### src/hw/rtl/sps_pkg.sv
// Shared constants and types for the four-axis step pulse generator.
package sps_pkg;

    localparam int AXIS_COUNT          = 4;
    localparam int STEP_WIDTH          = 16;
    localparam int PERIOD_WIDTH        = 16;
    localparam int CMD_WIDTH           = 2;
    localparam int DEFAULT_COUNT_WIDTH = 16;
    localparam int APB_ADDR_WIDTH      = 3;
    localparam int APB_DATA_WIDTH      = 32;

    localparam logic [CMD_WIDTH-1:0] CMD_TICK = 2'd0;
    localparam logic [CMD_WIDTH-1:0] CMD_LOAD = 2'd1;
    localparam logic [CMD_WIDTH-1:0] CMD_STOP = 2'd2;

    // word index of the direction invert register
    localparam logic REG_DIR_INVERT = 1'b0;

    typedef struct packed {
        logic                  tick;
        logic                  load;
        logic                  clear;
        logic [STEP_WIDTH-1:0] load_steps;
    } axis_ctrl_t;

    typedef struct packed {
        logic level_now;
        logic level_next;
        logic toggled;
        logic busy_next;
    } axis_stat_t;

endpackage

### src/hw/rtl/sps_apb_regs.sv
// APB configuration register holding the direction invert mask.
module sps_apb_regs (
    input  logic                                 aclk,
    input  logic                                 aresetn,
    input  logic                                 psel,
    input  logic                                 penable,
    input  logic                                 pwrite,
    input  logic [sps_pkg::APB_ADDR_WIDTH-1:0]   paddr,
    input  logic [sps_pkg::APB_DATA_WIDTH-1:0]   pwdata,
    output logic [sps_pkg::APB_DATA_WIDTH-1:0]   prdata,
    output logic                                 pready,
    output logic [sps_pkg::AXIS_COUNT-1:0]       dir_invert_mask
);

    logic [sps_pkg::AXIS_COUNT-1:0] dir_invert_reg;
    logic                           wr_dir_invert;
    logic                           sel_dir_invert;

    assign pready         = 1'b1;
    assign sel_dir_invert = (paddr[2] == sps_pkg::REG_DIR_INVERT);
    assign wr_dir_invert  = psel && penable && pwrite && pready && sel_dir_invert;

    always_ff @(posedge aclk) begin
        if (!aresetn) begin
            dir_invert_reg <= '0;
        end else if (wr_dir_invert) begin
            dir_invert_reg <= pwdata[sps_pkg::AXIS_COUNT-1:0];
        end
    end

    always_comb begin
        prdata = '0;
        if (sel_dir_invert) begin
            prdata[sps_pkg::AXIS_COUNT-1:0] = dir_invert_reg;
        end
    end

    assign dir_invert_mask = dir_invert_reg;

endmodule

### src/hw/rtl/sps_axis.sv
// One axis: tick counter, period, steps left and step pin level.
module sps_axis #(
    parameter int COUNT_WIDTH = sps_pkg::DEFAULT_COUNT_WIDTH
) (
    input  logic                   aclk,
    input  logic                   aresetn,
    input  logic                   go,
    input  sps_pkg::axis_ctrl_t    ctrl,
    input  logic [COUNT_WIDTH-1:0] load_period,
    output sps_pkg::axis_stat_t    stat
);

    logic [COUNT_WIDTH-1:0]          tick_count_reg;
    logic [COUNT_WIDTH-1:0]          tick_count_next;
    logic [COUNT_WIDTH-1:0]          period_reg;
    logic [COUNT_WIDTH-1:0]          period_next;
    logic [sps_pkg::STEP_WIDTH-1:0]  steps_left_reg;
    logic [sps_pkg::STEP_WIDTH-1:0]  steps_left_next;
    logic                            level_reg;
    logic                            level_next;
    logic [COUNT_WIDTH-1:0]          cnt_inc;
    logic                            hit;
    logic                            fire;

    assign cnt_inc = tick_count_reg + COUNT_WIDTH'(1);
    assign hit     = (period_reg != '0) && (cnt_inc >= period_reg);
    assign fire    = ctrl.tick && hit && (steps_left_reg != '0);

    always_comb begin
        tick_count_next = tick_count_reg;
        period_next     = period_reg;
        steps_left_next = steps_left_reg;
        level_next      = level_reg;
        if (ctrl.tick) begin
            tick_count_next = hit ? '0 : cnt_inc;
            if (fire) begin
                steps_left_next = steps_left_reg - sps_pkg::STEP_WIDTH'(1);
                level_next      = ~level_reg;
            end
        end
        if (ctrl.load) begin
            period_next     = load_period;
            steps_left_next = ctrl.load_steps;
        end
        if (ctrl.clear) begin
            tick_count_next = '0;
            period_next     = '0;
        end
    end

    always_ff @(posedge aclk) begin
        if (!aresetn) begin
            tick_count_reg <= '0;
            period_reg     <= '0;
            steps_left_reg <= '0;
            level_reg      <= 1'b0;
        end else if (go) begin
            tick_count_reg <= tick_count_next;
            period_reg     <= period_next;
            steps_left_reg <= steps_left_next;
            level_reg      <= level_next;
        end
    end

    assign stat.level_now  = level_reg;
    assign stat.level_next = level_next;
    assign stat.toggled    = fire;
    assign stat.busy_next  = (steps_left_next != '0);

endmodule

### src/hw/rtl/four_axis_step_pulse_generator.sv
// Top level: input beat register, axis units, direction pins and result register.
//
//  channel | ports                                   | direction
//  --------+-----------------------------------------+----------
//  input   | s_valid s_ready s_command s_steps_* s_period_* | in
//  result  | m_valid m_ready m_step_pins m_dir_pins m_toggled_mask
//          | m_busy_res m_load_rejected              | out
//  config  | psel penable pwrite paddr pwdata prdata pready | APB slave
//
// One beat per cycle while m_ready is high; each beat goes from the input register to the result register.
// The input register feeds the axis units, which update state as the beat moves to the result
// register; the result register stalls the input register only while m_ready is low.
// Synchronous reset clears all axis state, the direction level register, the invert mask and both valid flags.
module four_axis_step_pulse_generator #(
    parameter int COUNT_WIDTH = sps_pkg::DEFAULT_COUNT_WIDTH
) (
    input  logic                                   aclk,
    input  logic                                   aresetn,
    input  logic                                   psel,
    input  logic                                   penable,
    input  logic                                   pwrite,
    input  logic [sps_pkg::APB_ADDR_WIDTH-1:0]     paddr,
    input  logic [sps_pkg::APB_DATA_WIDTH-1:0]     pwdata,
    output logic [sps_pkg::APB_DATA_WIDTH-1:0]     prdata,
    output logic                                   pready,
    input  logic                                   s_valid,
    output logic                                   s_ready,
    input  logic [sps_pkg::CMD_WIDTH-1:0]          s_command,
    input  logic signed [sps_pkg::STEP_WIDTH-1:0]  s_steps_x,
    input  logic signed [sps_pkg::STEP_WIDTH-1:0]  s_steps_y,
    input  logic signed [sps_pkg::STEP_WIDTH-1:0]  s_steps_z,
    input  logic signed [sps_pkg::STEP_WIDTH-1:0]  s_steps_e,
    input  logic [sps_pkg::PERIOD_WIDTH-1:0]       s_period_x,
    input  logic [sps_pkg::PERIOD_WIDTH-1:0]       s_period_y,
    input  logic [sps_pkg::PERIOD_WIDTH-1:0]       s_period_z,
    input  logic [sps_pkg::PERIOD_WIDTH-1:0]       s_period_e,
    output logic                                   m_valid,
    input  logic                                   m_ready,
    output logic [sps_pkg::AXIS_COUNT-1:0]         m_step_pins,
    output logic [sps_pkg::AXIS_COUNT-1:0]         m_dir_pins,
    output logic [sps_pkg::AXIS_COUNT-1:0]         m_toggled_mask,
    output logic                                   m_busy_res,
    output logic                                   m_load_rejected
);

    localparam int N = sps_pkg::AXIS_COUNT;

    logic [N-1:0]                     dir_invert_mask;
    logic [sps_pkg::STEP_WIDTH-1:0]   s_steps_arr [N];
    logic [sps_pkg::PERIOD_WIDTH-1:0] s_period_arr [N];

    logic                             in_valid_reg;
    logic                             in_valid_next;
    logic [sps_pkg::CMD_WIDTH-1:0]    in_cmd_reg;
    logic [sps_pkg::STEP_WIDTH-1:0]   in_steps_reg [N];
    logic [sps_pkg::PERIOD_WIDTH-1:0] in_period_reg [N];

    logic                             advance;
    logic                             go;
    logic                             s_fire;
    logic                             is_tick;
    logic                             is_load;
    logic                             is_stop;
    logic                             load_ok;
    logic                             rejected;

    logic [sps_pkg::STEP_WIDTH-1:0]   mag [N];
    logic [COUNT_WIDTH-1:0]           per_cw [N];
    logic [N-1:0]                     bad;
    logic [N-1:0]                     raw_dir;
    logic [N-1:0]                     level_now;
    logic [N-1:0]                     level_next;
    logic [N-1:0]                     toggled;
    logic [N-1:0]                     busy_next;
    sps_pkg::axis_ctrl_t              axis_ctrl [N];
    sps_pkg::axis_stat_t              axis_stat [N];

    logic [N-1:0]                     dir_level_reg;
    logic [N-1:0]                     dir_level_next;

    logic                             m_valid_reg;
    logic                             m_valid_next;
    logic [N-1:0]                     m_step_reg;
    logic [N-1:0]                     m_dir_reg;
    logic [N-1:0]                     m_toggled_reg;
    logic                             m_busy_reg;
    logic                             m_rejected_reg;

    sps_apb_regs u_regs (
        .aclk            (aclk),
        .aresetn         (aresetn),
        .psel            (psel),
        .penable         (penable),
        .pwrite          (pwrite),
        .paddr           (paddr),
        .pwdata          (pwdata),
        .prdata          (prdata),
        .pready          (pready),
        .dir_invert_mask (dir_invert_mask)
    );

    assign s_steps_arr[0]  = s_steps_x;
    assign s_steps_arr[1]  = s_steps_y;
    assign s_steps_arr[2]  = s_steps_z;
    assign s_steps_arr[3]  = s_steps_e;
    assign s_period_arr[0] = s_period_x;
    assign s_period_arr[1] = s_period_y;
    assign s_period_arr[2] = s_period_z;
    assign s_period_arr[3] = s_period_e;

    // input beat register
    assign advance = !m_valid_reg || m_ready;
    assign go      = in_valid_reg && advance;
    assign s_ready = !in_valid_reg || advance;
    assign s_fire  = s_valid && s_ready;

    always_comb begin
        in_valid_next = in_valid_reg;
        if (s_fire) begin
            in_valid_next = 1'b1;
        end else if (go) begin
            in_valid_next = 1'b0;
        end
    end

    always_ff @(posedge aclk) begin
        if (!aresetn) begin
            in_valid_reg <= 1'b0;
        end else begin
            in_valid_reg <= in_valid_next;
        end
    end

    always_ff @(posedge aclk) begin
        if (s_fire) begin
            in_cmd_reg <= s_command;
            for (int i = 0; i < N; i++) begin
                in_steps_reg[i]  <= s_steps_arr[i];
                in_period_reg[i] <= s_period_arr[i];
            end
        end
    end

    // command decode and load check
    assign is_tick  = (in_cmd_reg == sps_pkg::CMD_TICK);
    assign is_load  = (in_cmd_reg == sps_pkg::CMD_LOAD);
    assign is_stop  = (in_cmd_reg == sps_pkg::CMD_STOP);
    assign rejected = is_load && (bad != '0);
    assign load_ok  = is_load && (bad == '0);

    for (genvar i = 0; i < N; i++) begin : g_axis
        assign mag[i] = in_steps_reg[i][sps_pkg::STEP_WIDTH-1]
                      ? (~in_steps_reg[i] + sps_pkg::STEP_WIDTH'(1))
                      : in_steps_reg[i];
        assign per_cw[i]  = COUNT_WIDTH'(in_period_reg[i]);
        assign bad[i]     = (mag[i] != '0) && (per_cw[i] == '0);
        assign raw_dir[i] = in_steps_reg[i][sps_pkg::STEP_WIDTH-1] || (in_steps_reg[i] == '0);

        assign axis_ctrl[i].tick       = is_tick;
        assign axis_ctrl[i].load       = load_ok;
        assign axis_ctrl[i].clear      = is_stop;
        assign axis_ctrl[i].load_steps = mag[i];

        sps_axis #(
            .COUNT_WIDTH (COUNT_WIDTH)
        ) u_axis (
            .aclk        (aclk),
            .aresetn     (aresetn),
            .go          (go),
            .ctrl        (axis_ctrl[i]),
            .load_period (per_cw[i]),
            .stat        (axis_stat[i])
        );

        assign level_now[i]  = axis_stat[i].level_now;
        assign level_next[i] = axis_stat[i].level_next;
        assign toggled[i]    = axis_stat[i].toggled;
        assign busy_next[i]  = axis_stat[i].busy_next;
    end

    // direction pins
    assign dir_level_next = load_ok ? (raw_dir ^ dir_invert_mask) : dir_level_reg;

    always_ff @(posedge aclk) begin
        if (!aresetn) begin
            dir_level_reg <= '0;
        end else if (go) begin
            dir_level_reg <= dir_level_next;
        end
    end

    // result register
    always_comb begin
        m_valid_next = m_valid_reg;
        if (go) begin
            m_valid_next = 1'b1;
        end else if (m_ready) begin
            m_valid_next = 1'b0;
        end
    end

    always_ff @(posedge aclk) begin
        if (!aresetn) begin
            m_valid_reg <= 1'b0;
        end else begin
            m_valid_reg <= m_valid_next;
        end
    end

    always_ff @(posedge aclk) begin
        if (go) begin
            m_step_reg     <= level_next;
            m_dir_reg      <= dir_level_next;
            m_toggled_reg  <= toggled;
            m_busy_reg     <= (busy_next != '0);
            m_rejected_reg <= rejected;
        end
    end

    assign m_valid         = m_valid_reg;
    assign m_step_pins     = m_step_reg;
    assign m_dir_pins      = m_dir_reg;
    assign m_toggled_mask  = m_toggled_reg;
    assign m_busy_res      = m_busy_reg;
    assign m_load_rejected = m_rejected_reg;

    a_toggle_only_on_tick: assert property (@(posedge aclk) disable iff (!aresetn)
        go && !is_tick |=> (m_toggled_mask == '0))
        else $error("step toggle reported for a non-tick beat");

    a_reject_only_on_load: assert property (@(posedge aclk) disable iff (!aresetn)
        go && !is_load |=> !m_load_rejected)
        else $error("load rejection reported for a non-load beat");

    a_reject_keeps_dir: assert property (@(posedge aclk) disable iff (!aresetn)
        go && rejected |=> $stable(dir_level_reg))
        else $error("rejected load changed direction pins");

    a_pins_follow_toggles: assert property (@(posedge aclk) disable iff (!aresetn)
        go |=> (m_step_pins == ($past(level_now) ^ m_toggled_mask)))
        else $error("step pins disagree with toggled mask");

endmodule

### config.mk
export PLATFORM = sky130hd
export DESIGN_NAME = four_axis_step_pulse_generator
export DESIGN_NICKNAME = d
export VERILOG_FILES = /design/src/hw/rtl/sps_pkg.sv /design/src/hw/rtl/sps_apb_regs.sv /design/src/hw/rtl/sps_axis.sv /design/src/hw/rtl/four_axis_step_pulse_generator.sv
export SDC_FILE = /design/constraint.sdc
export NUM_CORES = 1
export LEC_CHECK = 0
export ABC_AREA = 1
export BUFFER_PORTS_ARGS = -buffer_cell sky130_fd_sc_hd__buf_4
export CAP_MARGIN = 20
export CORE_MARGIN = 5
export CORE_UTILIZATION = 35
export CTS_BUF_LIST = sky130_fd_sc_hd__clkbuf_8
export CTS_CLUSTER_DIAMETER = 150
export DETAILED_ROUTE_END_ITERATION = 16
export PLACE_DENSITY = 0.59
export SYNTH_ARGS = -nofsm -noshare
export SYNTH_HDL_FRONTEND = slang
export SYNTH_SLANG_ARGS = --single-unit
### constraint.sdc
create_clock -name aclk -period 4.9 [get_ports aclk]
set_clock_uncertainty 0.05 [all_clocks]
set_input_delay 0.735 -clock aclk [delete_from_list [all_inputs] [get_ports aclk]]
set_output_delay 0.735 -clock aclk [all_outputs]
set_load 0.01 [all_outputs]
# [Word-level counts from Yosys, hierarchy flattened]
# Memories as Yosys holds them, arrays and structs flattened.
# Index checks and enable logic that the tools add are counted.
[word_totals] reg_bits=222 latch_bits=0 ram_bits=128 romBits=0 in_bits=172 out_inout_bits=49 elab_cells=173 memories=2
[op_classes] addsub=12 multipliers=0 n_div=0 n_lt_le_gt_ge=4 n_eq_ne=2 shifts=0 mux=52 bitwise=10 n_reduce_logical=65
[mem_list] name="in_period_reg" depth=4 word_bits=16 rd=4 rd_ports_with_merged_regs=0 wr=4 line="four_axis_step_pulse_generator.sv:56" source="logic [sps_pkg::PERIOD_WIDTH-1:0] in_period_reg [N];"
[mem_list] name="in_steps_reg" depth=4 word_bits=16 rd=4 rd_ports_with_merged_regs=0 wr=4 line="four_axis_step_pulse_generator.sv:55" source="logic [sps_pkg::STEP_WIDTH-1:0] in_steps_reg [N];"
[ops] op="2-to-1 mux 16 bit" n=36
[ops] op="nonzero test 16 bit" n=16
[ops] op="adder 16 x 1 -> 16 bit, second input constant" n=8
[ops] op="zero test 16 bit" n=8
[ops] op=">= comparator 16 bit" n=4
[ops] op="NOT 16 bit" n=4
[ops] op="subtractor 16 x 1 -> 16 bit, second input constant" n=4
[ops] op="logical AND 1 bit" n=23
[ops] op="2-to-1 mux 1 bit" n=14
[ops] op="2-to-1 mux 4 bit" n=2
[ops] op="nonzero test 2 bit" n=4
[ops] op="nonzero test 4 bit" n=2
[ops] op="logical OR 1 bit" n=6
[ops] op="NOT 1 bit" n=5
[ops] op="zero test 4 bit" n=1
[ops] op="AND reduction 2 bit" n=2
[ops] op="XOR 4 bit" n=1
[ops] op="equality test 2 x 1 -> 1 bit, second input constant" n=1
[ops] op="equality test 2 bit, second input constant" n=1
[ops] op="zero test 1 bit" n=2
[ops] op="zero test 2 bit" n=1

# [Depth between registers and ports, before layout]
# Gate-level depths: netlist (run 1).
# An unclocked memory read counts as a cell.
[depth] word_depth=11 ltp_mapped=29 ltp_nobuf=29

# [Modules after synthesis]
# A second synthesis (run 1) with hierarchy kept.
[unflattened] cells_unflattened=2880 hier_area_um2=21349.2
[modules_own_cells] module="sps_axis" instances=4 cells_each=518 area_per_inst_um2=3439.5
[modules_own_cells] module="four_axis_step_pulse_generator" instances=1 cells_each=738 area_per_inst_um2=7139.3
[modules_own_cells] module="sps_apb_regs" instances=1 cells_each=70 area_per_inst_um2=451.7

# [Worst setup path after synthesis (run 1)]
# OpenSTA, ideal clock, no wires.
[synth_path] kind="register to register" startpoint="reg g_axis[0].u_axis.tick_count_reg[0]" endpoint="reg m_busy_reg, in the netlist m_busy_res, data pin" t_arrival_ns=3.949 setup_slack_ns=0.647 path_stages_with_launch=29 period_less_slack_ns=4.253 path_cell_list="dfxtp_1 inv_1 nor3_1 inv_1 nor3_1 inv_1 nor3_1 nand4_1 nor2_1 nand2_1 nor3b_1 xor2_1 ha_1 nand4_1 nor3_1 nand2_1 a21boi_0 nand3_1 clkinv_1 clkbuf_1 o21ai_0 nand2_1 nand2_1 nor2_1 nand2_1 nor2_1 nand2_1 nor2_1 nand2_1"
[synth_via] elab_chain_cells=10
[synth_lines] item="start: declaration" line="sps_axis.sv:13" source="logic [COUNT_WIDTH-1:0] tick_count_reg;"
[synth_lines] item="start signal: assignment" line="sps_axis.sv:58" source="tick_count_reg <= tick_count_next;"
[synth_lines] item="adder 16 x 1 -> 16 bit" line="sps_axis.sv:25" source="assign cnt_inc = tick_count_reg + COUNT_WIDTH'(1);"
[synth_lines] item=">= comparator 16 bit" line="sps_axis.sv:26" source="assign hit = (period_reg != '0) && (cnt_inc >= period_reg);"
[synth_lines] item="logical AND 1 bit" line="sps_axis.sv:26"
[synth_lines] item="logical AND 1 bit (2 in series)" line="sps_axis.sv:27" source="assign fire = ctrl.tick && hit && (steps_left_reg != '0);"
[synth_lines] item="net g_axis[0].u_axis.fire" line="sps_axis.sv:23" source="logic fire;"
[synth_lines] item="2-to-1 mux 16 bit" line="sps_axis.sv:36" source="if (fire) begin"
[synth_lines] item="2-to-1 mux 16 bit" line="sps_axis.sv:34" source="if (ctrl.tick) begin"
[synth_lines] item="2-to-1 mux 16 bit" line="sps_axis.sv:41" source="if (ctrl.load) begin"
[synth_lines] item="nonzero test 16 bit" line="sps_axis.sv:68" source="assign stat.busy_next = (steps_left_next != '0);"
[synth_lines] item="nonzero test 4 bit" line="four_axis_step_pulse_generator.sv:215" source="m_busy_reg <= (busy_next != '0);"
[synth_lines] item="end signal: assignment" line="four_axis_step_pulse_generator.sv:215"
[synth_lines] item="end: declaration" line="four_axis_step_pulse_generator.sv:86" source="logic m_busy_reg;"
# The timed path passes the listed nets, and every way through them passes these cells.
# A chain may end at the register's enable or synchronous reset.

# [Worst setup path in the final report (run 1)]
[layout_path] startpoint="reg g_axis[3].u_axis.tick_count_reg[0]" endpoint="reg m_busy_reg, in the netlist m_busy_res, data pin"
[layout_via] elab_chain_cells=10
[layout_lines] item="start: declaration" line="sps_axis.sv:13"
[layout_lines] item="start signal: assignment" line="sps_axis.sv:58"
[layout_lines] item="adder 16 x 1 -> 16 bit" line="sps_axis.sv:25"
[layout_lines] item=">= comparator 16 bit" line="sps_axis.sv:26"
[layout_lines] item="logical AND 1 bit" line="sps_axis.sv:26"
[layout_lines] item="logical AND 1 bit (2 in series)" line="sps_axis.sv:27"
[layout_lines] item="2-to-1 mux 16 bit" line="sps_axis.sv:36"
[layout_lines] item="2-to-1 mux 16 bit" line="sps_axis.sv:34"
[layout_lines] item="2-to-1 mux 16 bit" line="sps_axis.sv:41"
[layout_lines] item="nonzero test 16 bit" line="sps_axis.sv:68"
[layout_lines] item="nonzero test 4 bit" line="four_axis_step_pulse_generator.sv:215"
# Every way passes these cells.

==> flow_summary.ini, run 1 <==
[pwr]
power.density_mw_per_mm2 = 311
netSwitchingFraction_pct = 28.7
p_comb_share_pct = 15.4
clkPwrFrac_pct = 40.1
peakVddDrop_mv = 0.261
intPower_uw = 5310
switching_power_uw = 2140
leakagePower_uw = 0.0108
seq_power_share_pct = 44.5
total_power_uw = 7450

[routing]
totalWireLength_um = 52700
first_pass_iters = 6
vias = 17500
viasPerCell = 4.68
detail-route-antenna-nets = 0
drc = 0
first_iter_violations = 1098
routedWlPerCell_um = 14.1

[setup_path]
criticalPathCategory = reg2reg
worstPathMaxFanout = 9
end_kind = flop
critPathArrivalTime_ns = 4.76
crit_slowest_cell = dfxtp_1
cp.required_ns = 5.23
crit_top_cell = nand2_1
slowest_delay_ns = 0.40
start_kind = flop

[synth]
netlist.area_leader.share_pct = 21.1
ys_warn_count = 0
ys_ff_latch = 350
syn_inst = 2745
synth-simple-area-share_pct = 26.1
synthFlopType = dfxtp_1
synth_top_family_by_area = simple AND/OR/NAND/NOR gates
synth.most_common_cell = nand2_1
synth_edf_count = 144
synthMuxAreaShare_pct = 0
synth_area_mm2 = 0.0205
async_reset_ff_share_pct = 0
synthXorXnorAreaFrac_pct = 5.05
yosysTopAreaCell = edfxtp_1
synth_compound_area_share_pct = 12.5
synth_cell_types = 46
ys_seq_area_share_pct = 41.3
synth_area_leaders = edfxtp_1 (21%), dfxtp_1 (20%), nand2_1 (13%)
synthAdderAreaFrac_pct = 4.89
postSynthAreaPerCell_um2 = 7.45
yosys-top-cells-count = nand2_1 (684), inv_1 (368), nor2_1 (273)

[cts]
cts_max_level = 3
clock-sinks = 350
clockBufferDepth = 3
clkSlewWorstSetupHoldPaths_ns = 0.06
clock_latency_ns = 0.63
cts_buffers = 67
ctsHoldBuffers = 0
cts_tree = built
root_buffer = clkbuf_8

[sta]
finalCritPeriodShare_pct = 90.4
relSlewSlack_pct = 30.6
fin_ws_ns = 0.468
setup_viol = 0
fmax_mhz = 226
worst_pin_slew_ns = 1.04
finalHoldViolations = 0
slew_viol_final = 0
fin_crit_ns = 4.43

[run]
maxCapViolCount = 0

[cells_and_area]
fin_cells = 3733
stdcell_area_mm2 = 0.0239
fin_nets = 3167
areaGrowthSynthToFinish_pct = 17.1
drive_gt1_share_pct = 13.6

[floorplanning]
core_mm2 = 0.0578
rows = 88
initial_core_util_pct = 35.4
io_pins = 221
die_x_um = 252
die_h_um = 252
die_area_mm2 = 0.0634

[grt]
grt_pass1_vias = 16300
grt.total_usage_pct = 16.3
grt_pass1_wl_um = 85100
grt_overflow = 0
grt_max_degree = 115
antenna_found_initial = 2

[place]
io_buffers = 161
place_congestion = 0.860
dpl.cell_count = 3606
placed_area_mm2 = 0.0224
dp_hpwl_um = 37900
preCtsSetupSlack_ns = 0.175

[hold_path]
min_path_type = in2reg

[run_status]
status = complete, no violations
[layer usage]
layer  GRT usage (%)  wire, um  up-vias
met5               0         0        -
met4            4.76      1130        0
met3            2.75      2350       74
met2            25.7     23300      329
met1            23.1     25900     7845
li1                -         -     9237
[power groups by stage]
stage / logic [uW] / registers (uW) / clock network [uW]
2_1_floorplan: 818 / 3340 / 0
3_3_place_gp: 1130 / 3380 / 0
3_5_place_dp: 1140 / 3370 / 0
4_1_cts: 1150 / 3310 / 3110
5_1_grt: 1310 / 3330 / 3230
6_report: 1150 / 3320 / 2990
[per-stage QoR]
stage          utilization (%)  hold slack, ns  setup TNS (ns)
2_1_floorplan                -           0.395               0
3_3_place_gp              38.7           0.406               0
3_5_place_dp              38.7           0.406               0
4_1_cts                   41.1           0.147               0
5_1_grt                   41.4           0.182         -0.0110
6_report                  41.4           0.227               0
[area by class of cell]
class	count	area (um2)
antenna	1	2.50
clock buffer	76	1050
clock inverter	45	337
fill	5992	33900
inverter	374	1420
multi-input combinational	1920	10200
sequential	350	8450
tap	765	957
timing repair buffer	202	1580
[worst paths after layout]
check	start	to	slack [ns]	cells after the start
worst max-delay path	g_axis[3].u_axis.tick_count_reg[0]	m_busy_res	0.47	28
worst min-delay path	s_period_y[12]	in_period_reg[1][12]	0.23	1
worst max register to register	g_axis[3].u_axis.tick_count_reg[0]	m_busy_res	0.47	28
worst min register to register	g_axis[1].u_axis.tick_count_reg[7]	g_axis[1].u_axis.tick_count_reg[7]	0.41	2
[layout by cell type, fill, tap and decap left out, types with 11 or more instances in the layout]
cell and count:
nand3b_1 18, a21oi_1 201, conb_1 29, nand3_1 167
nor2_2 11, ha_1 80, nor3_1 23, o21ai_0 140
nand2_1 680, xor2_1 91, nand4_1 24, clkbuf_8 76
a211oi_2 46, dfxtp_1 205, xnor2_1 26, nor2_1 269
inv_1 382, edfxtp_1 144, nor4_1 42, buf_4 197
clkinv_2 14
[cell families (layout without fill, tap and decap cells)]
logic type,Yosys count,after routing
adders and majority gates,80,80
DFF,350,350
other,2,30
AOI/OAI and AO/OA,424,424
buffers and inverters,502,697
and+or+nand+nor,1269,1269
xor gates and xnor gates,118,118
[worst max-delay path, delay by kind of cell, from the launching register on]
kind	cells	cell delay, ns
AND/OR/NAND/NOR	20	2.47
buffers and inverters	3	0.43
flip-flops	1	0.40
AO/OA/AOI/OAI	3	0.32
adder cells (fa/ha/maj)	1	0.29
XOR/XNOR	1	0.22
[timing repair]
item                       CTS  global route
resized for setup            0            28
setup buffers                0             4
setup endpoints to repair    0             1
Note: power is estimated with default switching activity, not from simulation.
==> run 2, diff against run 1 <==
--- a/config.mk
+++ b/config.mk
@@ -9,11 +9,11 @@
 export BUFFER_PORTS_ARGS = -buffer_cell sky130_fd_sc_hd__buf_4
 export CAP_MARGIN = 20
 export CORE_MARGIN = 5
-export CORE_UTILIZATION = 35
+export CORE_UTILIZATION = 62
 export CTS_BUF_LIST = sky130_fd_sc_hd__clkbuf_8
 export CTS_CLUSTER_DIAMETER = 150
 export DETAILED_ROUTE_END_ITERATION = 16
-export PLACE_DENSITY = 0.59
+export PLACE_DENSITY = 0.91
 export SYNTH_ARGS = -nofsm -noshare
 export SYNTH_HDL_FRONTEND = slang
 export SYNTH_SLANG_ARGS = --single-unit
==> run 2 against run 1 <==
Final cell count decreased by 9.3%. Via count increased by 7.5%. Routed wire length increased by 0.29%. Clock-buffer cell count decreased by 17. Highest routed layer is now met5. Die area decreased by 42%. Global-route usage increased by 12 points. Sequential power about the same. Design area decreased by 3.0%. Non-clock buffer count decreased by 10. Combinational power about the same. Critical path depth decreased by 1.
==> flow_summary.ini, run 2 (synthesized netlist as in run 1, its figures left out) <==
[routing]
totalWireLength_um = 52800
vias = 18800
first_iter_violations = 1954
detail-route-antenna-nets = 0
viasPerCell = 5.55
routedWlPerCell_um = 15.6
first_pass_iters = 9
drc = 0

[cts]
root_buffer = clkbuf_8
clkSlewWorstSetupHoldPaths_ns = 0.06
clock-sinks = 350
clock_latency_ns = 0.68
clockBufferDepth = 3
cts_tree = built
cts_buffers = 57
ctsHoldBuffers = 0
cts_max_level = 2

[setup_path]
cp.required_ns = 5.26
criticalPathCategory = reg2reg
crit_end = m_busy_res
r2r_start = g_axis[1].u_axis.tick_count_reg[0]
worstPathMaxFanout = 23
critPathArrivalTime_ns = 5.02
start_kind = flop
r2r_setup_slack_ns = 0.24
end_kind = flop
ff2ff_path_depth = 27
startpoint = g_axis[1].u_axis.tick_count_reg[0]
reg2reg_to = m_busy_res

[cells_and_area]
drive_gt1_share_pct = 12.6
fin_nets = 3147
areaGrowthSynthToFinish_pct = 13.5
final_cell_mix = nand2_1 (682), inv_1 (374), nor2_1 (269)
final_util_pct = 71.4
diodes = 0
mostFrequentLayoutCell = nand2_1

[grt]
grt_max_degree = 128
antenna_found_initial = 1
grt_pass1_wl_um = 85000
grt_overflow = 0
grt.total_usage_pct = 28.1
grt_pass1_vias = 17900

[floorplanning]
io_pins = 221
die_x_um = 192
initial_core_util_pct = 62.9
die_h_um = 192
core_mm2 = 0.0325
rows = 66
die_area_mm2 = 0.0367

[pwr]
seq_power_share_pct = 46.3
power.density_mw_per_mm2 = 309
clkPwrFrac_pct = 37.6
peakVddDrop_mv = 0.254
leakagePower_uw = 0.0107
switching_power_uw = 2110
total_power_uw = 7170
intPower_uw = 5070
p_comb_share_pct = 16.2
netSwitchingFraction_pct = 29.4

[sta]
fin_crit_ns = 4.66
setup_viol = 0
worst_pin_slew_ns = 1.08
finalCritPeriodShare_pct = 95.0
slew_viol_final = 0
finalHoldViolations = 0
relSlewSlack_pct = 27.7
finalSetupTns_ns = 0
fmax_mhz = 215

[place]
dp_hpwl_um = 37500
place_congestion = 0.943
io_buffers = 161

[run]
maxCapViolCount = 0

[hold_path]
min_path_type = in2reg

[run_status]
status = complete, no violations
## run 2: how the worst min path moves through the flow
stage / depth (start not counted) / end / startpoint / slack, ns
after detailed placement: 2 / g_axis[2].u_axis.tick_count_reg[5] / g_axis[2].u_axis.tick_count_reg[5] / 0.41
after floorplan: 2 / g_axis[1].u_axis.tick_count_reg[7] / g_axis[1].u_axis.tick_count_reg[7] / 0.40
after global placement: 2 / g_axis[2].u_axis.tick_count_reg[8] / g_axis[2].u_axis.tick_count_reg[8] / 0.40
final: 1 / in_period_reg[3][15] / s_period_e[15] / 0.19
after CTS: 1 / in_period_reg[0][9] / s_period_x[9] / 0.15
after global routing: 1 / in_period_reg[3][4] / s_period_e[4] / 0.16
## run 2: cell type report
type	count	area (um2)
multi-input combinational	1920	10100
sequential	350	8450
timing repair buffer	192	1480
inverter	374	1420
clock buffer	59	812
tap	442	553
fill	2392	9310
clock inverter	49	384
## run 2: timing repair
item | in CTS | in global routing
resized for setup | 2 | 17
pin swaps | 0 | 3
cloned | 0 | 0
setup buffers | 0 | 2
endpoints found under the hold margin | 0 | 0
setup endpoints to repair | 1 | 8
## run 2: power by group through the flow
stage | logic (uW) | clock network [uW] | registers, uW
detailed placement | 1120 | 0 | 3370
CTS | 1130 | 2730 | 3310
global placement | 1080 | 0 | 3370
finish | 1160 | 2690 | 3320
floorplan | 818 | 0 | 3340
global route | 1290 | 2850 | 3340
## run 2: metrics by stage
stage	cells	hold WS (ns)	instance area [um2]	worst slack, ns
3_3_place_gp	3275	0.402	21900	0.256
4_1_cts	3383	0.154	23100	0.0829
5_1_grt	3386	0.161	23200	-0.0502
3_5_place_dp	3275	0.411	21900	-0.0709
6_report	3386	0.186	23200	0.244
2_1_floorplan	2772	0.395	20600	0.647
## run 2: critical path, stage by stage, from the launching register on
cell       delay, ns
dfxtp_1         0.36
inv_1           0.09
nor3_2          0.26
inv_1           0.09
nor3_2          0.16
inv_1           0.10
nor4_2          0.22
nand3_1         0.18
nor2_2          0.19
nand2_1         0.08
nor3b_2         0.22
xor2_1          0.13
ha_1            0.34
nand4_1         0.16
nor3_1          0.19
o21ai_0         0.11
o2111ai_1       0.16
nand3_2         0.21
buf_6           0.22
xor2_1          0.16
nand2_1         0.09
nand2_1         0.12
nor2_1          0.10
nand2_1         0.05
nor2_1          0.09
nand2_1         0.06
nor2_1          0.12
nand2_1         0.07
## run 2: metal layers
metal / track usage [%] / up-vias / part of all wire, %
met5: 0 / - / 0.072
met2: 46.2 / 884 / 46
met3: 5.36 / 118 / 9.2
li1: - / 9193 / -
met1: 37.3 / 8591 / 42
met4: 9.94 / 4 / 3.0
